==> src/rtl/core/bdwa_pkg.sv <==
// Package of the button debounce core: sizes, register indexes, lane structs
// and the history bit counter. No dependencies.
package bdwa_pkg;

   localparam int BUTTONS      = 3;
   localparam int HISTORY_BITS = 8;
   localparam int TIME_W       = 32;
   localparam int THR_W        = 4;
   localparam int TIMEOUT_W    = 8;
   localparam int CNT_W        = $clog2(HISTORY_BITS + 1);
   localparam int CMP_W        = (CNT_W > THR_W) ? CNT_W : THR_W;
   localparam int UNIT_MS      = 5 * 1000;
   localparam int LIMIT_W      = TIMEOUT_W + $clog2(UNIT_MS);

   localparam logic [LIMIT_W-1:0]      TIMEOUT_UNIT_MS = LIMIT_W'(UNIT_MS);
   localparam logic [HISTORY_BITS-1:0] WAKE_HISTORY    = HISTORY_BITS'(4);

   localparam int CSR_ADDR_W = 2;
   localparam int CSR_DATA_W = (BUTTONS > TIMEOUT_W) ? BUTTONS : TIMEOUT_W;

   localparam logic [CSR_ADDR_W-1:0] REG_SLEEP_TIMEOUT     = CSR_ADDR_W'(0);
   localparam logic [CSR_ADDR_W-1:0] REG_HANDLER_ENABLE    = CSR_ADDR_W'(1);
   localparam logic [CSR_ADDR_W-1:0] REG_PRESS_THRESHOLD   = CSR_ADDR_W'(2);
   localparam logic [CSR_ADDR_W-1:0] REG_RELEASE_THRESHOLD = CSR_ADDR_W'(3);

   localparam logic [THR_W-1:0] THRESHOLD_RESET = THR_W'(4);

   typedef struct packed {
      logic action;
      logic pressed;
      logic accept;
      logic enable;
      logic sleeping;
   } lane_in_type;

   typedef struct packed {
      logic [THR_W-1:0]   press_thr;
      logic [THR_W-1:0]   release_thr;
      logic [LIMIT_W-1:0] limit;
   } lane_cfg_type;

   typedef struct packed {
      logic fired;
      logic beep;
      logic latched;
      logic hit;
   } lane_res_type;

   function automatic logic [CNT_W-1:0] ones_count(input logic [HISTORY_BITS-1:0] v);
      logic [CNT_W-1:0] n;
      n = '0;
      for (int i = 0; i < HISTORY_BITS; i++) begin
         n = n + CNT_W'(v[i]);
      end
      return n;
   endfunction

endpackage

==> src/rtl/core/bdwa_channels.sv <==
// Valid/ready channel interfaces for the request and response items of the
// button debounce core. Depends on bdwa_pkg.
interface bdwa_req_if import bdwa_pkg::*; ();
   logic                valid;
   logic                ready;
   logic                action;
   logic [BUTTONS-1:0]  pressed_mask;
   logic [BUTTONS-1:0]  handler_accept;
   logic                deep_sleep;
   logic [TIME_W-1:0]   now_ms;

   modport source (output valid, action, pressed_mask, handler_accept, deep_sleep, now_ms,
                   input ready);
   modport sink (input valid, action, pressed_mask, handler_accept, deep_sleep, now_ms,
                 output ready);
endinterface

interface bdwa_rsp_if import bdwa_pkg::*; ();
   logic               valid;
   logic               ready;
   logic [BUTTONS-1:0] fired_mask;
   logic [BUTTONS-1:0] beep_mask;
   logic [BUTTONS-1:0] latched_mask;
   logic               active;

   modport source (output valid, fired_mask, beep_mask, latched_mask, active, input ready);
   modport sink (input valid, fired_mask, beep_mask, latched_mask, active, output ready);
endinterface

==> src/rtl/core/bdwa_lane.sv <==
// One debounce lane: history, latch, done flag and press time of one button.
// Depends on bdwa_pkg.
module bdwa_lane import bdwa_pkg::*; (
   input  logic               clock,
   input  logic               reset,
   input  logic               step,
   input  lane_in_type        cmd,
   input  logic [TIME_W-1:0]  now_ms,
   input  lane_cfg_type       cfg,
   output lane_res_type       res
);

   logic [HISTORY_BITS-1:0] history_ff, history_in;
   logic                    latched_ff, latched_in;
   logic                    done_ff, done_in;
   logic [TIME_W-1:0]       time_ff, time_in;

   logic [HISTORY_BITS-1:0] hist_shift;
   logic [CNT_W-1:0]        cnt;
   logic                    press_hit;
   logic                    release_hit;
   logic                    fired;
   logic [TIME_W-1:0]       elapsed;

   assign hist_shift  = {history_ff[HISTORY_BITS-2:0], cmd.pressed};
   assign cnt         = ones_count(hist_shift);
   assign press_hit   = CMP_W'(cnt) >= CMP_W'(cfg.press_thr);
   assign release_hit = CMP_W'(cnt) <= CMP_W'(cfg.release_thr);

   always_comb begin
      history_in = history_ff;
      latched_in = latched_ff;
      done_in    = done_ff;
      time_in    = time_ff;
      fired      = 1'b0;
      if (cmd.action) begin
         history_in = WAKE_HISTORY;
         latched_in = 1'b1;
         done_in    = 1'b1;
         time_in    = now_ms;
      end else begin
         history_in = hist_shift;
         if (cmd.pressed) begin
            if (press_hit) begin
               // The press time is stamped only on the sample that latches.
               if (!latched_ff) begin
                  time_in = now_ms;
               end
               latched_in = 1'b1;
               if (!done_ff && cmd.enable && cmd.accept) begin
                  done_in = 1'b1;
                  fired   = 1'b1;
               end
            end
         end else if (release_hit) begin
            latched_in = 1'b0;
            done_in    = 1'b0;
         end
      end
   end

   // Activity is judged against the press time as it stands after this item.
   assign elapsed     = now_ms - time_in;
   assign res.fired   = fired;
   assign res.beep    = fired && !cmd.sleeping;
   assign res.latched = latched_in;
   assign res.hit     = elapsed < TIME_W'(cfg.limit);

   always_ff @(posedge clock) begin
      if (reset) begin
         history_ff <= '0;
         latched_ff <= 1'b0;
         done_ff    <= 1'b0;
         time_ff    <= '0;
      end else if (step) begin
         history_ff <= history_in;
         latched_ff <= latched_in;
         done_ff    <= done_in;
         time_ff    <= time_in;
      end
   end

endmodule

==> src/rtl/core/bdwa_merge.sv <==
// Merge stage: gathers the lane results into one response item and holds it
// in the output register until taken. Depends on bdwa_pkg and bdwa_rsp_if.
module bdwa_merge import bdwa_pkg::*; (
   input  logic                             clock,
   input  logic                             reset,
   input  logic                             load,
   input  logic                             always_active,
   input  lane_res_type [BUTTONS-1:0]       lane_res,
   output logic                             free,
   bdwa_rsp_if.source                       rsp_chan
);

   logic               valid_ff;
   logic [BUTTONS-1:0] fired_ff, fired_in;
   logic [BUTTONS-1:0] beep_ff, beep_in;
   logic [BUTTONS-1:0] latched_ff, latched_in;
   logic               active_ff, active_in;
   logic [BUTTONS-1:0] hit;

   always_comb begin
      for (int i = 0; i < BUTTONS; i++) begin
         fired_in[i]   = lane_res[i].fired;
         beep_in[i]    = lane_res[i].beep;
         latched_in[i] = lane_res[i].latched;
         hit[i]        = lane_res[i].hit;
      end
   end

   assign active_in = always_active || (|hit);
   assign free      = !valid_ff || rsp_chan.ready;

   always_ff @(posedge clock) begin
      if (reset) begin
         valid_ff <= 1'b0;
      end else if (load) begin
         valid_ff <= 1'b1;
      end else if (rsp_chan.ready) begin
         valid_ff <= 1'b0;
      end
   end

   always_ff @(posedge clock) begin
      if (load) begin
         fired_ff   <= fired_in;
         beep_ff    <= beep_in;
         latched_ff <= latched_in;
         active_ff  <= active_in;
      end
   end

   assign rsp_chan.valid        = valid_ff;
   assign rsp_chan.fired_mask   = fired_ff;
   assign rsp_chan.beep_mask    = beep_ff;
   assign rsp_chan.latched_mask = latched_ff;
   assign rsp_chan.active       = active_ff;

endmodule

==> src/rtl/core/button_debounce_with_activity_core.sv <==
// Button debounce core with activity detection, one lane per button.
// A response item is registered and valid in the cycle after its request item is accepted.
// Throughput: one item per cycle while responses are taken; the single output register
// sets it, and a new item is taken in the cycle that the held response is taken.
// Reset clears histories, latches, done flags, press times, the control registers and the
// response valid flag; both thresholds come out of reset at four.
module button_debounce_with_activity_core import bdwa_pkg::*; (
   input  logic                   clock,
   input  logic                   reset,
   bdwa_req_if.sink               req_chan,
   bdwa_rsp_if.source             rsp_chan,
   input  logic                   csr_we,
   input  logic [CSR_ADDR_W-1:0]  csr_addr,
   input  logic [CSR_DATA_W-1:0]  csr_wdata
);

   logic [LIMIT_W-1:0]          limit_ff;
   logic [BUTTONS-1:0]          enable_ff;
   logic [THR_W-1:0]            press_thr_ff;
   logic [THR_W-1:0]            release_thr_ff;

   logic                        step;
   logic                        free;
   lane_cfg_type                lane_cfg;
   lane_in_type  [BUTTONS-1:0]  lane_cmd;
   lane_res_type [BUTTONS-1:0]  lane_res;

   // The timeout is kept as its limit in milliseconds; zero means always active.
   always_ff @(posedge clock) begin
      if (reset) begin
         limit_ff       <= '0;
         enable_ff      <= '0;
         press_thr_ff   <= THRESHOLD_RESET;
         release_thr_ff <= THRESHOLD_RESET;
      end else if (csr_we) begin
         case (csr_addr)
            REG_SLEEP_TIMEOUT: begin
               limit_ff <= LIMIT_W'(csr_wdata[TIMEOUT_W-1:0]) * TIMEOUT_UNIT_MS;
            end
            REG_HANDLER_ENABLE: begin
               enable_ff <= csr_wdata[BUTTONS-1:0];
            end
            REG_PRESS_THRESHOLD: begin
               press_thr_ff <= csr_wdata[THR_W-1:0];
            end
            REG_RELEASE_THRESHOLD: begin
               release_thr_ff <= csr_wdata[THR_W-1:0];
            end
            default: begin
            end
         endcase
      end
   end

   assign req_chan.ready = free;
   assign step           = req_chan.valid && free;

   assign lane_cfg.press_thr   = press_thr_ff;
   assign lane_cfg.release_thr = release_thr_ff;
   assign lane_cfg.limit       = limit_ff;

   for (genvar g = 0; g < BUTTONS; g++) begin : g_lane
      assign lane_cmd[g].action   = req_chan.action;
      assign lane_cmd[g].pressed  = req_chan.pressed_mask[g];
      assign lane_cmd[g].accept   = req_chan.handler_accept[g];
      assign lane_cmd[g].enable   = enable_ff[g];
      assign lane_cmd[g].sleeping = req_chan.deep_sleep;

      bdwa_lane u_lane (
         .clock  (clock),
         .reset  (reset),
         .step   (step),
         .cmd    (lane_cmd[g]),
         .now_ms (req_chan.now_ms),
         .cfg    (lane_cfg),
         .res    (lane_res[g])
      );
   end

   bdwa_merge u_merge (
      .clock         (clock),
      .reset         (reset),
      .load          (step),
      .always_active (limit_ff == '0),
      .lane_res      (lane_res),
      .free          (free),
      .rsp_chan      (rsp_chan)
   );

endmodule

==> src/flat_wrapper.sv <==
// flat-port wrapper written by rule: the top's interface ports become plain ports
module button_debounce_with_activity_core_flat import bdwa_pkg::*;
  (clock, reset, csr_we, csr_addr, csr_wdata, req_chan_valid, req_chan_action, req_chan_pressed_mask, req_chan_handler_accept, req_chan_deep_sleep, req_chan_now_ms, req_chan_ready, rsp_chan_valid, rsp_chan_fired_mask, rsp_chan_beep_mask, rsp_chan_latched_mask, rsp_chan_active, rsp_chan_ready);
  bdwa_req_if req_chan_i ();
  bdwa_rsp_if rsp_chan_i ();
  input  logic clock;
  input  logic reset;
  input  logic csr_we;
  input  logic [CSR_ADDR_W-1:0] csr_addr;
  input  logic [CSR_DATA_W-1:0] csr_wdata;
  input wire logic [$bits(req_chan_i.valid)-1:0] req_chan_valid;
  input wire logic [$bits(req_chan_i.action)-1:0] req_chan_action;
  input wire logic [$bits(req_chan_i.pressed_mask)-1:0] req_chan_pressed_mask;
  input wire logic [$bits(req_chan_i.handler_accept)-1:0] req_chan_handler_accept;
  input wire logic [$bits(req_chan_i.deep_sleep)-1:0] req_chan_deep_sleep;
  input wire logic [$bits(req_chan_i.now_ms)-1:0] req_chan_now_ms;
  output wire logic [$bits(req_chan_i.ready)-1:0] req_chan_ready;
  output wire logic [$bits(rsp_chan_i.valid)-1:0] rsp_chan_valid;
  output wire logic [$bits(rsp_chan_i.fired_mask)-1:0] rsp_chan_fired_mask;
  output wire logic [$bits(rsp_chan_i.beep_mask)-1:0] rsp_chan_beep_mask;
  output wire logic [$bits(rsp_chan_i.latched_mask)-1:0] rsp_chan_latched_mask;
  output wire logic [$bits(rsp_chan_i.active)-1:0] rsp_chan_active;
  input wire logic [$bits(rsp_chan_i.ready)-1:0] rsp_chan_ready;
  assign req_chan_i.valid = req_chan_valid;
  assign req_chan_i.action = req_chan_action;
  assign req_chan_i.pressed_mask = req_chan_pressed_mask;
  assign req_chan_i.handler_accept = req_chan_handler_accept;
  assign req_chan_i.deep_sleep = req_chan_deep_sleep;
  assign req_chan_i.now_ms = req_chan_now_ms;
  assign req_chan_ready = req_chan_i.ready;
  assign rsp_chan_valid = rsp_chan_i.valid;
  assign rsp_chan_fired_mask = rsp_chan_i.fired_mask;
  assign rsp_chan_beep_mask = rsp_chan_i.beep_mask;
  assign rsp_chan_latched_mask = rsp_chan_i.latched_mask;
  assign rsp_chan_active = rsp_chan_i.active;
  assign rsp_chan_i.ready = rsp_chan_ready;
  button_debounce_with_activity_core u_core (.clock(clock), .reset(reset), .req_chan(req_chan_i), .rsp_chan(rsp_chan_i), .csr_we(csr_we), .csr_addr(csr_addr), .csr_wdata(csr_wdata));
endmodule
==> config.mk <==
export PLATFORM = sky130hd
export DESIGN_NAME = button_debounce_with_activity_core_flat
export DESIGN_NICKNAME = d
export VERILOG_FILES = /design/src/rtl/core/bdwa_pkg.sv /design/src/rtl/core/bdwa_channels.sv /design/src/rtl/core/bdwa_lane.sv /design/src/rtl/core/bdwa_merge.sv /design/src/rtl/core/button_debounce_with_activity_core.sv /design/src/flat_wrapper.sv
export SDC_FILE = /design/constraint.sdc
export NUM_CORES = 1
export LEC_CHECK = 0
export BUFFER_PORTS_ARGS = -buffer_cell sky130_fd_sc_hd__buf_4
export CAP_MARGIN = 20
export CORE_MARGIN = 5
export CORE_UTILIZATION = 55
export DETAILED_ROUTE_END_ITERATION = 12
export PLACE_DENSITY = 0.72
export SLEW_MARGIN = 10
export SYNTH_ARGS = -nofsm -noshare
export SYNTH_HDL_FRONTEND = slang
export SYNTH_HIERARCHICAL = 1
export SYNTH_SLANG_ARGS = --single-unit
==> constraint.sdc <==
create_clock -name clock -period 15 [get_ports clock]
set_input_delay 2.25 -clock clock [delete_from_list [all_inputs] [get_ports clock]]
set_output_delay 2.25 -clock clock [all_outputs]
set_load 0.05 [all_outputs]
==> results of run 1 <==
## per-layer routing
| metal | part of all wire [%] | vias up | track usage (%) |
|---|---|---|---|
| met2 | 44 | 318 | 38.9 |
| met4 | 1.6 | 0 | 6.58 |
| met1 | 50 | 6715 | 35.8 |
| met3 | 4.4 | 50 | 3.56 |
| met5 | 0 | - | 0 |
| li1 | - | 7016 | - |
## layout make-up
| class | count | share of cell area (%) |
|---|---|---|
| well taps | 384 | 2.80 |
| repair buffers | 73 | 3.19 |
| clock inverters | 13 | 0.976 |
| clock buffers | 19 | 2.58 |
| inverters | 170 | 3.71 |
| flip-flops and latches | 163 | 19.6 |
| multi-input cells | 1525 | 67.2 |
## flip-flops by register name, summed over array words and instances, names as in the netlist, 3 cells and up
register / cells
u_core/u_merge/rsp_chan.latched_mask: 3
u_core/enable_ff: 3
u_core/limit_ff: 18
u_core/press_thr_ff: 4
u_core/g_lane.u_lane/done_ff: 3
u_core/g_lane.u_lane/latched_ff: 3
u_core/g_lane.u_lane/history_ff: 21
u_core/release_thr_ff: 4
u_core/u_merge/rsp_chan.fired_mask: 3
u_core/u_merge/rsp_chan.beep_mask: 3
u_core/g_lane.u_lane/time_ff: 96
## how the worst max path moves through the flow
stage                              from                                        to  slack [ps]  cells past startpoint
2_1_floorplan  req_chan_pressed_mask[1]  u_core/u_merge/rsp_chan.active$_DFFE_PP_        3880                     37
3_3_place_gp   req_chan_pressed_mask[1]  u_core/u_merge/rsp_chan.active$_DFFE_PP_        3480                     37
3_5_place_dp   req_chan_pressed_mask[1]  u_core/u_merge/rsp_chan.active$_DFFE_PP_        3220                     37
4_1_cts        req_chan_pressed_mask[1]  u_core/u_merge/rsp_chan.active$_DFFE_PP_        3680                     37
5_1_grt        req_chan_pressed_mask[1]  u_core/u_merge/rsp_chan.active$_DFFE_PP_        3220                     37
6_report       req_chan_pressed_mask[1]  u_core/u_merge/rsp_chan.active$_DFFE_PP_        3630                     37
## tightest hold or removal path: cells and delay by family, from the launching register on
family | cells | cell delay, ps
flip-flops | 1 | 320
AND/OR/NAND/NOR | 1 | 50
AO/OA/AOI/OAI | 1 | 60
## cells in the final DEF (no fill, tap or decap), drive strengths merged, types with 44 or more instances in the layout
cell type	synthesis	layout
a211oi	113	113
a21oi	149	149
buf	22	73
dfxtp	153	153
ha	228	228
inv	169	175
mux2i	110	110
nand2	106	106
nand3	47	47
nor2	194	194
o21ai	68	68
xnor2	44	44
## power breakdown
part,leakage [nW],switching [mW],internal (mW)
sequential,1.36,0.0271,0.469
clock,0.301,0.199,0.269
combinational,5.86,0.450,0.333
## per-stage QoR
stage               worst slack [ps]  instance area, sq um
floorplan                       3880                 15900
global placement                3480                 16600
detailed placement              3220                 16600
CTS                             3680                 17200
global route                    3220                 17200
finish                          3630                 17200
## cell families (layout without fill, tap and decap cells)
logic type	after synthesis	after routing	synth area share, %
other	1	9	0.0237
AND/OR/NAND/NOR	560	560	17.7
adder cells (fa/ha/maj)	255	255	21.4
XOR/XNOR	77	77	4.26
flip-flops	163	163	21.2
buffers and inverters	253	275	6.28
AO/OA/AOI/OAI	510	510	21.9
multiplexers	114	114	7.23
==> impl_metrics.json, run 1 <==
{
  "yosysWarningCount": 6,
  "yosysSeqAreaShare_pct": 21.2,
  "ctsRootBufferMaster": "sky130_fd_sc_hd__clkbuf_16",
  "grt.overflow.total": 0,
  "timing.max_cap.violations": 0,
  "worst_ir_drop_vdd_uv": 70.1,
  "timing.final.crit_share_pct": 75.8,
  "crit_slowest_cell": "sky130_fd_sc_hd__fa_1",
  "die_span_in_y_um": 180,
  "post_synth_edffs": 10,
  "postSynth.topFlopCell": "sky130_fd_sc_hd__dfxtp_1",
  "grt_start_max_net_pins": 101,
  "synth.top_cells.by_count": "sky130_fd_sc_hd__ha_1 (228), sky130_fd_sc_hd__nor2_1 (193), sky130_fd_sc_hd__inv_1 (169), sky130_fd_sc_hd__dfxtp_1 (153), sky130_fd_sc_hd__a21oi_1 (147)",
  "status": "completed",
  "worst-setup-path-type": "in2reg",
  "drt-vias-per-instance": 6.01,
  "critical_path.reg2reg.startpoint": "u_core/g_lane[1].u_lane/history_ff[2]$_SDFFE_PP0P_",
  "crit_path_max_fanout": 34,
  "min_period_ps": 11370,
  "multi_input_comb_area_sq_um": 11500,
  "hold_violations": 0,
  "holdPathStages": 2,
  "worst_hold_path_ep": "u_core/g_lane[2].u_lane/time_ff[31]$_SDFFE_PP0P_",
  "drt-pass1-iter-count": 5,
  "cts.clk_slew.worst_paths_ps": 70,
  "average_routed_wire_per_standard_cell_um": 17.5,
  "drv_slew": 0,
  "finalPower_mw": 1.75,
  "hold_slack_ps": 477,
  "yosysMostFrequentCell": "sky130_fd_sc_hd__ha_1",
  "initial_utilization_pct": 55.5,
  "final_cells": 2347,
  "dieWidth_um": 180,
  "io_pins": 67,
  "gp_routability_congestion": 0.906,
  "worst-endpoint-required_ps": 15320,
  "power_leakage_nw": 7.52,
  "insertion_delay_ps": 460,
  "syn-instance-count": 1933,
  "synthesized_area_sq_um": 15800,
  "drc": 0,
  "antenna_found_initial": 0,
  "seq_area_sq_um": 3360,
  "layout-area-overhead-vs-synth_pct": 8.39,
  "cts_made_buffers": 17,
  "worst_hold_startpoint": "u_core/g_lane[2].u_lane/time_ff[31]$_SDFFE_PP0P_",
  "synth.distinct_cells": 98,
  "n_fill_cell": 2599,
  "syn_avg_cell_area_sq_um": 8.20,
  "utilization_pct": 60.2,
  "setup-tns-final_ps": 0,
  "cp-start-kind": "primary input",
  "clock.fmax_mhz": 88.0,
  "cell_repeated_most_along_the_worst_path": "sky130_fd_sc_hd__fa_1",
  "floorplan.core_area_sq_um": 28500,
  "post_cts.repair.setup_buffers": 0,
  "synth.ff_latch_count": 163,
  "antennaDiodeCount": 0,
  "final_antenna_net_count": 0,
  "grt_setup_unrepaired": "false",
  "tritoncts_num_sinks": 163,
  "path_delay_family": "adder cells",
  "buffer_ports.inserted": 66,
  "clock_tree_from_tritoncts": "built",
  "first_pass_grt_wire_length_um": 67000,
  "via_count": 14100,
  "fin_skew_ps": 19.2,
  "timing.reg2reg.worst_path_depth": 36,
  "ctsHtreeMaxLevel": 4,
  "detail_route.iter0.violations": 1009,
  "groute.usage.overall_pct": 24.8,
  "r2r-end": "u_core/u_merge/rsp_chan.active$_DFFE_PP_",
  "yosysTopAreaCell": "sky130_fd_sc_hd__dfxtp_1",
  "post_route_cells_drive_above_1_share_pct": 7.85,
  "wl_um": 41000,
  "slew_headroom_pct": 24.9,
  "buffer_depth_of_the_longest_clock_path": 2,
  "arrival_ps": 11690,
  "tightestPinTransition_ps": 1120,
  "hpwl_um": 30900,
  "num-nets-final": 2260,
  "critPathMaxStageDelay_ps": 560,
  "placedCellCount": 2315,
  "grt_pass1_vias": 13300,
  "register_to_register_path_setup_slack_ps": 5250,
  "setup_violations": 0,
  "ctsHoldBuffers": 0,
  "row_count": 62,
  "die_area_sq_um": 32300,
  "critPathCaptureType": "flip-flop",
  "async_flop_share_pct": 0,
  "critical_path_buf_inv_count": 5,
  "p_per_area_nw_per_um2": 102,
  "cts_resizes": 0,
  "holdCritPathClass": "reg2reg",
  "synth.top_cell.area_share_pct": 19.3,
  "synth_top_cells_by_area": "sky130_fd_sc_hd__dfxtp_1 (19%), sky130_fd_sc_hd__ha_1 (18%), sky130_fd_sc_hd__mux2i_1 (6.9%)"
}
No activity file was read; power rests on OpenSTA's default activity.
==> run 2: changes to the inputs <==
clock period = 10.5 ns   (was 15 ns; I/O delays follow)
==> run 2 against run 1 <==
Routed wire length fell by 0.46%. Critical path depth did not move. Clock-buffer cell count rose by 1. First-iteration DRC count increased by 5.0%. Die area is the same. Clock power up 26%. Final cell count is 0.43% higher.
==> impl_metrics.json, run 2 (synthesis results as in run 1) <==
{
  "status": "completed",
  "cp-start-kind": "primary input",
  "most_common_cell_after_layout_fill_and_taps_aside": "sky130_fd_sc_hd__ha_1",
  "finalPower_mw": 2.43,
  "placedCellCount": 2324,
  "setup-tns-final_ps": 0,
  "cp-startpoint": "req_chan_pressed_mask[1]",
  "wl_um": 40800,
  "critPathCaptureType": "flip-flop",
  "number_of_flip_flops_under_the_largest_register_name": 96,
  "worst-endpoint-required_ps": 10800,
  "initial_utilization_pct": 55.5,
  "drt-vias-per-instance": 6.05,
  "cts.clk_slew.worst_paths_ps": 70,
  "arrival_ps": 10470,
  "swShare_pct": 39.6,
  "clockPowerShare_pct": 24.3,
  "grt_setup_unrepaired": "false",
  "cts_made_buffers": 17,
  "final_antenna_net_count": 0,
  "total_switching_power_uw": 961,
  "ctsRootBufferMaster": "sky130_fd_sc_hd__clkbuf_16",
  "power_report.internal_total_mw": 1.47,
  "gp_routability_congestion": 0.937,
  "mostFrequentLayoutCells": "sky130_fd_sc_hd__ha_1 (228), sky130_fd_sc_hd__nor2_1 (193), sky130_fd_sc_hd__inv_1 (169)",
  "via_count": 14300,
  "insertion_delay_ps": 440,
  "die_span_in_y_um": 180,
  "crit_path_max_fanout": 5,
  "slew_headroom_pct": 33.5,
  "post_route_cells_drive_above_1_share_pct": 8.31,
  "row_count": 62,
  "hold_slack_ps": 474,
  "register_to_register_path_setup_slack_ps": 1240,
  "num-nets-final": 2270,
  "timing.critical_path.to": "u_core/u_merge/rsp_chan.active$_DFFE_PP_",
  "largest_register": "u_core/g_lane.u_lane/time_ff",
  "worst-setup-path-type": "in2reg",
  "p_per_area_nw_per_um2": 141,
  "ctsHtreeMaxLevel": 4,
  "grt.overflow.total": 0,
  "drc": 0,
  "r2r-end": "u_core/u_merge/rsp_chan.active$_DFFE_PP_",
  "cell_repeated_most_along_the_worst_path": "sky130_fd_sc_hd__fa_1",
  "final_cells": 2357,
  "groute.usage.overall_pct": 24.5,
  "io_pins": 67,
  "antenna_found_initial": 0,
  "die_area_sq_um": 32300,
  "tritoncts_num_sinks": 163,
  "timing.max_cap.violations": 0,
  "grt_pass1_vias": 13000,
  "timing.final.crit_share_pct": 96.9,
  "layout-area-overhead-vs-synth_pct": 8.56,
  "holdCritPathClass": "reg2reg",
  "floorplan.core_area_sq_um": 28500,
  "dieWidth_um": 180,
  "clock_tree_from_tritoncts": "built",
  "min_period_ps": 10170,
  "clock.fmax_mhz": 98.3,
  "buffer_ports.inserted": 66,
  "hpwl_um": 30900,
  "critPathMaxStageDelay_ps": 550,
  "first_pass_grt_wire_length_um": 66000,
  "fin_skew_ps": 12.8,
  "setup_violations": 0,
  "n_fill_cell": 2549,
  "critical_path.reg2reg.startpoint": "u_core/g_lane[1].u_lane/history_ff[2]$_SDFFE_PP0P_",
  "hold_violations": 0,
  "comb_power_share_pct": 46.6,
  "drv_slew": 0,
  "drt-pass1-iter-count": 5,
  "crit_slowest_cell": "sky130_fd_sc_hd__fa_1",
  "grt_start_max_net_pins": 96,
  "largest_registers": "u_core/g_lane.u_lane/time_ff x96, u_core/g_lane.u_lane/history_ff x21, u_core/limit_ff x18",
  "tightestPinTransition_ps": 998,
  "worst_ir_drop_vdd_uv": 126,
  "sequential_share_of_power_pct": 29.1,
  "average_routed_wire_per_standard_cell_um": 17.3,
  "detail_route.iter0.violations": 1059,
  "timing.reg2reg.worst_path_depth": 36,
  "buffer_depth_of_the_longest_clock_path": 2,
  "power_leakage_nw": 7.54,
  "antennaDiodeCount": 0
}
run 2: through the flow:
step | setup slack [ps] | utilization [%] | area (sq um)
6_report | 327 | 60.3 | 17200
5_1_grt | 0.238 | 60.3 | 17200
4_1_cts | 348 | 60.2 | 17200
3_5_place_dp | -48.7 | 58.3 | 16600
3_3_place_gp | 194 | 58.3 | 16600
2_1_floorplan | 52.2 | - | 15900
run 2: worst min path at each step:
stage                                                              end  slack (ps)  cells past startpoint                                                from
floorplan           u_core/g_lane[0].u_lane/history_ff[6]$_SDFFE_PP0P_         450                      2  u_core/g_lane[0].u_lane/history_ff[6]$_SDFFE_PP0P_
global placement      u_core/g_lane[0].u_lane/time_ff[31]$_SDFFE_PP0P_         450                      2    u_core/g_lane[0].u_lane/time_ff[31]$_SDFFE_PP0P_
detailed placement  u_core/g_lane[2].u_lane/history_ff[6]$_SDFFE_PP0P_         460                      2  u_core/g_lane[2].u_lane/history_ff[6]$_SDFFE_PP0P_
CTS                 u_core/g_lane[2].u_lane/history_ff[6]$_SDFFE_PP0P_         470                      2  u_core/g_lane[2].u_lane/history_ff[6]$_SDFFE_PP0P_
global route        u_core/g_lane[2].u_lane/history_ff[6]$_SDFFE_PP0P_         490                      2  u_core/g_lane[2].u_lane/history_ff[6]$_SDFFE_PP0P_
finish              u_core/g_lane[2].u_lane/history_ff[6]$_SDFFE_PP0P_         470                      2  u_core/g_lane[2].u_lane/history_ff[6]$_SDFFE_PP0P_
run 2: critical path, delay by kind of cell:
family                   cells  cell delay (ps)
adder cells (fa/ha/maj)      9             3300
AO/OA/AOI/OAI               12             2490
AND/OR/NAND/NOR              9             2330
buffers and inverters        5              440
XOR/XNOR                     2              330
run 2: power by group through the flow:
stage / Sequential (mW) / Combinational (mW) / Clock, mW
after floorplan: 0.715 / 0.851 / 0
after global placement: 0.718 / 1.08 / 0
after detailed placement: 0.719 / 1.11 / 0
after CTS: 0.705 / 1.12 / 0.608
after global routing: 0.711 / 1.27 / 0.633
final: 0.706 / 1.13 / 0.590
run 2: area by class of cell:
type,instances,area (sq um),share of cell area [%]
timing repair buffer,83,633,3.68
clock inverter,12,97.6,0.567
multi-input combinational,1525,11500,67.1
clock buffer,20,447,2.60
inverter,170,638,3.71
tap,384,480,2.79
sequential,163,3360,19.5
run 2: per-layer routing:
metal | part of all wire, % | GRT usage [%]
met2 | 44 | 38.0
met5 | 0 | 0
met3 | 5.3 | 3.17
met1 | 49 | 35.7
met4 | 2.1 | 7.07
run 2: repair_timing:
| item | 4_1_cts | 5_1_grt |
|---|---|---|
| buffers inserted | 0 | 1 |
| resized for setup | 0 | 1 |
| endpoints found under the setup margin | 0 | 1 |
| hold buffers | 0 | 0 |
==> run 3: changes to the inputs <==
ABC_AREA = 1   (was default)
==> run 3 against run 2 <==
Synthesized cell count is 49% higher. Sequential power is 2% higher. Maximum frequency is 21% higher. Combinational power is 47% higher. Synthesized area is 16% higher. Sequential cell count stayed put. Utilization is 0.20 points higher. Via count is 27% higher. Critical path type unchanged. Largest cell class unchanged. Highest routed layer is now met5.
==> impl_metrics.json, run 3 <==
{
  "ctsHtreeMaxLevel": 4,
  "number_of_flip_flops_under_the_largest_register_name": 96,
  "grt_start_max_net_pins": 71,
  "buffer_depth_of_the_longest_clock_path": 2,
  "most_common_cell_after_layout_fill_and_taps_aside": "sky130_fd_sc_hd__nand2_1",
  "drt-pass1-iter-count": 6,
  "critPathMaxStageDelay_ps": 620,
  "antennaDiodeCount": 0,
  "async_flop_share_pct": 0,
  "synth_top_cells_by_area": "sky130_fd_sc_hd__dfxtp_1 (17%), sky130_fd_sc_hd__ha_1 (16%), sky130_fd_sc_hd__nand2_1 (15%)",
  "post_cts.repair.setup_buffers": 0,
  "floorplan.core_area_sq_um": 32700,
  "via_count": 18200,
  "tightestPinTransition_ps": 1040,
  "dieWidth_um": 192,
  "die_area_sq_um": 37000,
  "final_cells": 3374,
  "holdCritPathClass": "reg2reg",
  "clock_tree_from_tritoncts": "built",
  "arrival_ps": 8710,
  "p_per_area_nw_per_um2": 152,
  "drv_slew": 0,
  "buffer_ports.inserted": 66,
  "hold_violations": 0,
  "fin_skew_ps": 13.5,
  "worst-setup-path-type": "in2reg",
  "layout-area-overhead-vs-synth_pct": 7.97,
  "insertion_delay_ps": 450,
  "row_count": 66,
  "mostFrequentLayoutCells": "sky130_fd_sc_hd__nand2_1 (714), sky130_fd_sc_hd__inv_1 (592), sky130_fd_sc_hd__nor2_1 (261)",
  "ctsHoldBuffers": 0,
  "post_synth_edffs": 10,
  "wl_um": 53400,
  "ctsRootBufferMaster": "sky130_fd_sc_hd__clkbuf_16",
  "multi_input_comb_area_sq_um": 12400,
  "postSynth.topFlopCell": "sky130_fd_sc_hd__dfxtp_1",
  "min_period_ps": 8390,
  "yosysMostFrequentCell": "sky130_fd_sc_hd__nand2_1",
  "syn_avg_cell_area_sq_um": 6.36,
  "clock.fmax_mhz": 119,
  "synth.distinct_cells": 48,
  "syn-instance-count": 2878,
  "slew_headroom_pct": 30.1,
  "hpwl_um": 43000,
  "detail_route.iter0.violations": 1347,
  "average_routed_wire_per_standard_cell_um": 15.8,
  "status": "completed",
  "post_route_cells_drive_above_1_share_pct": 6.65,
  "tritoncts_num_sinks": 163,
  "synth.top_cells.by_count": "sky130_fd_sc_hd__nand2_1 (714), sky130_fd_sc_hd__inv_1 (593), sky130_fd_sc_hd__nor2_1 (261), sky130_fd_sc_hd__ha_1 (228), sky130_fd_sc_hd__dfxtp_1 (153)",
  "initial_utilization_pct": 56.0,
  "first_pass_grt_wire_length_um": 84700,
  "grt_pass1_vias": 16900,
  "timing.final.crit_share_pct": 79.9,
  "cts.clk_slew.worst_paths_ps": 70,
  "worst_ir_drop_vdd_uv": 126,
  "cell_repeated_most_along_the_worst_path": "sky130_fd_sc_hd__nand2_1",
  "setup_violations": 0,
  "cts_made_buffers": 17,
  "largest_registers": "u_core/g_lane.u_lane/time_ff x96, u_core/g_lane.u_lane/history_ff x21, u_core/limit_ff x18",
  "setup-tns-final_ps": 0,
  "yosysTopAreaCell": "sky130_fd_sc_hd__dfxtp_1",
  "yosysSeqAreaShare_pct": 18.4,
  "synthesized_area_sq_um": 18300,
  "io_pins": 67,
  "grt_setup_unrepaired": "false",
  "drc": 0,
  "crit_path_max_fanout": 34,
  "gp_routability_congestion": 1.01,
  "largest_register": "u_core/g_lane.u_lane/time_ff",
  "grt.overflow.total": 0,
  "critPathCaptureType": "flip-flop",
  "crit_slowest_cell": "sky130_fd_sc_hd__nand2_2",
  "worst-endpoint-required_ps": 10820,
  "groute.usage.overall_pct": 28.7,
  "yosysWarningCount": 6,
  "drt-vias-per-instance": 5.38,
  "antenna_found_initial": 1,
  "seq_area_sq_um": 3360,
  "final_antenna_net_count": 0,
  "power_leakage_nw": 11.1,
  "num-nets-final": 3229,
  "cts_resizes": 0,
  "placedCellCount": 3341,
  "die_span_in_y_um": 192,
  "n_fill_cell": 3223,
  "timing.max_cap.violations": 0,
  "synth.ff_latch_count": 163,
  "cp-start-kind": "primary input",
  "synth.top_cell.area_share_pct": 16.7
}
-- run 3: cell type report --
| class | count | share of cell area (%) |
|---|---|---|
| well taps | 442 | 2.80 |
| inverters | 608 | 11.6 |
| flip-flops and latches | 163 | 17.0 |
| repair buffers | 73 | 2.97 |
| clock inverters | 12 | 0.576 |
| multi-input cells | 2056 | 62.7 |
| clock buffers | 20 | 2.37 |
-- run 3: per-stage QoR --
step / utilization (%) / power (mW) / hold WS, ps / instance area (sq um) / setup WS [ps]
final: 60.5 / 3.01 / 482 / 19800 / 2110
after global routing: 60.5 / 3.26 / 500 / 19800 / 1690
after CTS: 60.4 / 3.00 / 484 / 19700 / 2180
after detailed placement: 58.6 / 2.36 / 462 / 19200 / 1740
after global placement: 58.5 / 2.31 / 456 / 19100 / 1900
after floorplan: - / 1.97 / 449 / 18300 / 3050
-- run 3: cells by family after synthesis --
kind of cell | share of synthesized area [%]
XOR/XNOR | 3.01
other | 0.0205
multiplexers | 3.28
AND/OR/NAND/NOR | 29.5
AO/OA/AOI/OAI | 13.3
buffers and inverters | 14.1
adder cells (fa/ha/maj) | 18.5
flip-flops | 18.4
-- run 3: path summary, 6_finish.rpt --
check / startpoint / endpoint / slack (ps) / depth (start not counted)
worst max-delay path: req_chan_pressed_mask[2] / u_core/u_merge/rsp_chan.active$_DFFE_PP_ / 2110 / 35
worst min-delay path: u_core/g_lane[2].u_lane/time_ff[24]$_SDFFE_PP0P_ / u_core/g_lane[2].u_lane/time_ff[24]$_SDFFE_PP0P_ / 480 / 2
worst max register to register: u_core/g_lane[2].u_lane/history_ff[0]$_SDFFE_PP0P_ / u_core/u_merge/rsp_chan.active$_DFFE_PP_ / 3020 / 34
worst min register to register: u_core/g_lane[2].u_lane/time_ff[24]$_SDFFE_PP0P_ / u_core/g_lane[2].u_lane/time_ff[24]$_SDFFE_PP0P_ / 480 / 2
-- run 3: per-layer routing --
layer	part of all wire [%]	global-route usage (%)	vias up
met2	46	47.6	477
li1	-	-	9166
met4	1.8	6.91	2
met5	0.024	0	-
met1	46	39.8	8444
met3	6.0	3.60	66
-- run 3: worst max-delay path: cells and delay by family --
kind / cells / cell delay (ps)
adders and majority gates: 9 / 3270
and+or+nand+nor: 14 / 1940
AOI/OAI and AO/OA: 5 / 1180
xor gates and xnor gates: 2 / 390
buffers and inverters: 5 / 340
-- run 3: report_power, final --
part	switching, mW	internal, mW
Combinational	1.04	0.614
Clock	0.298	0.332
Sequential	0.0419	0.677
Total	1.38	1.62
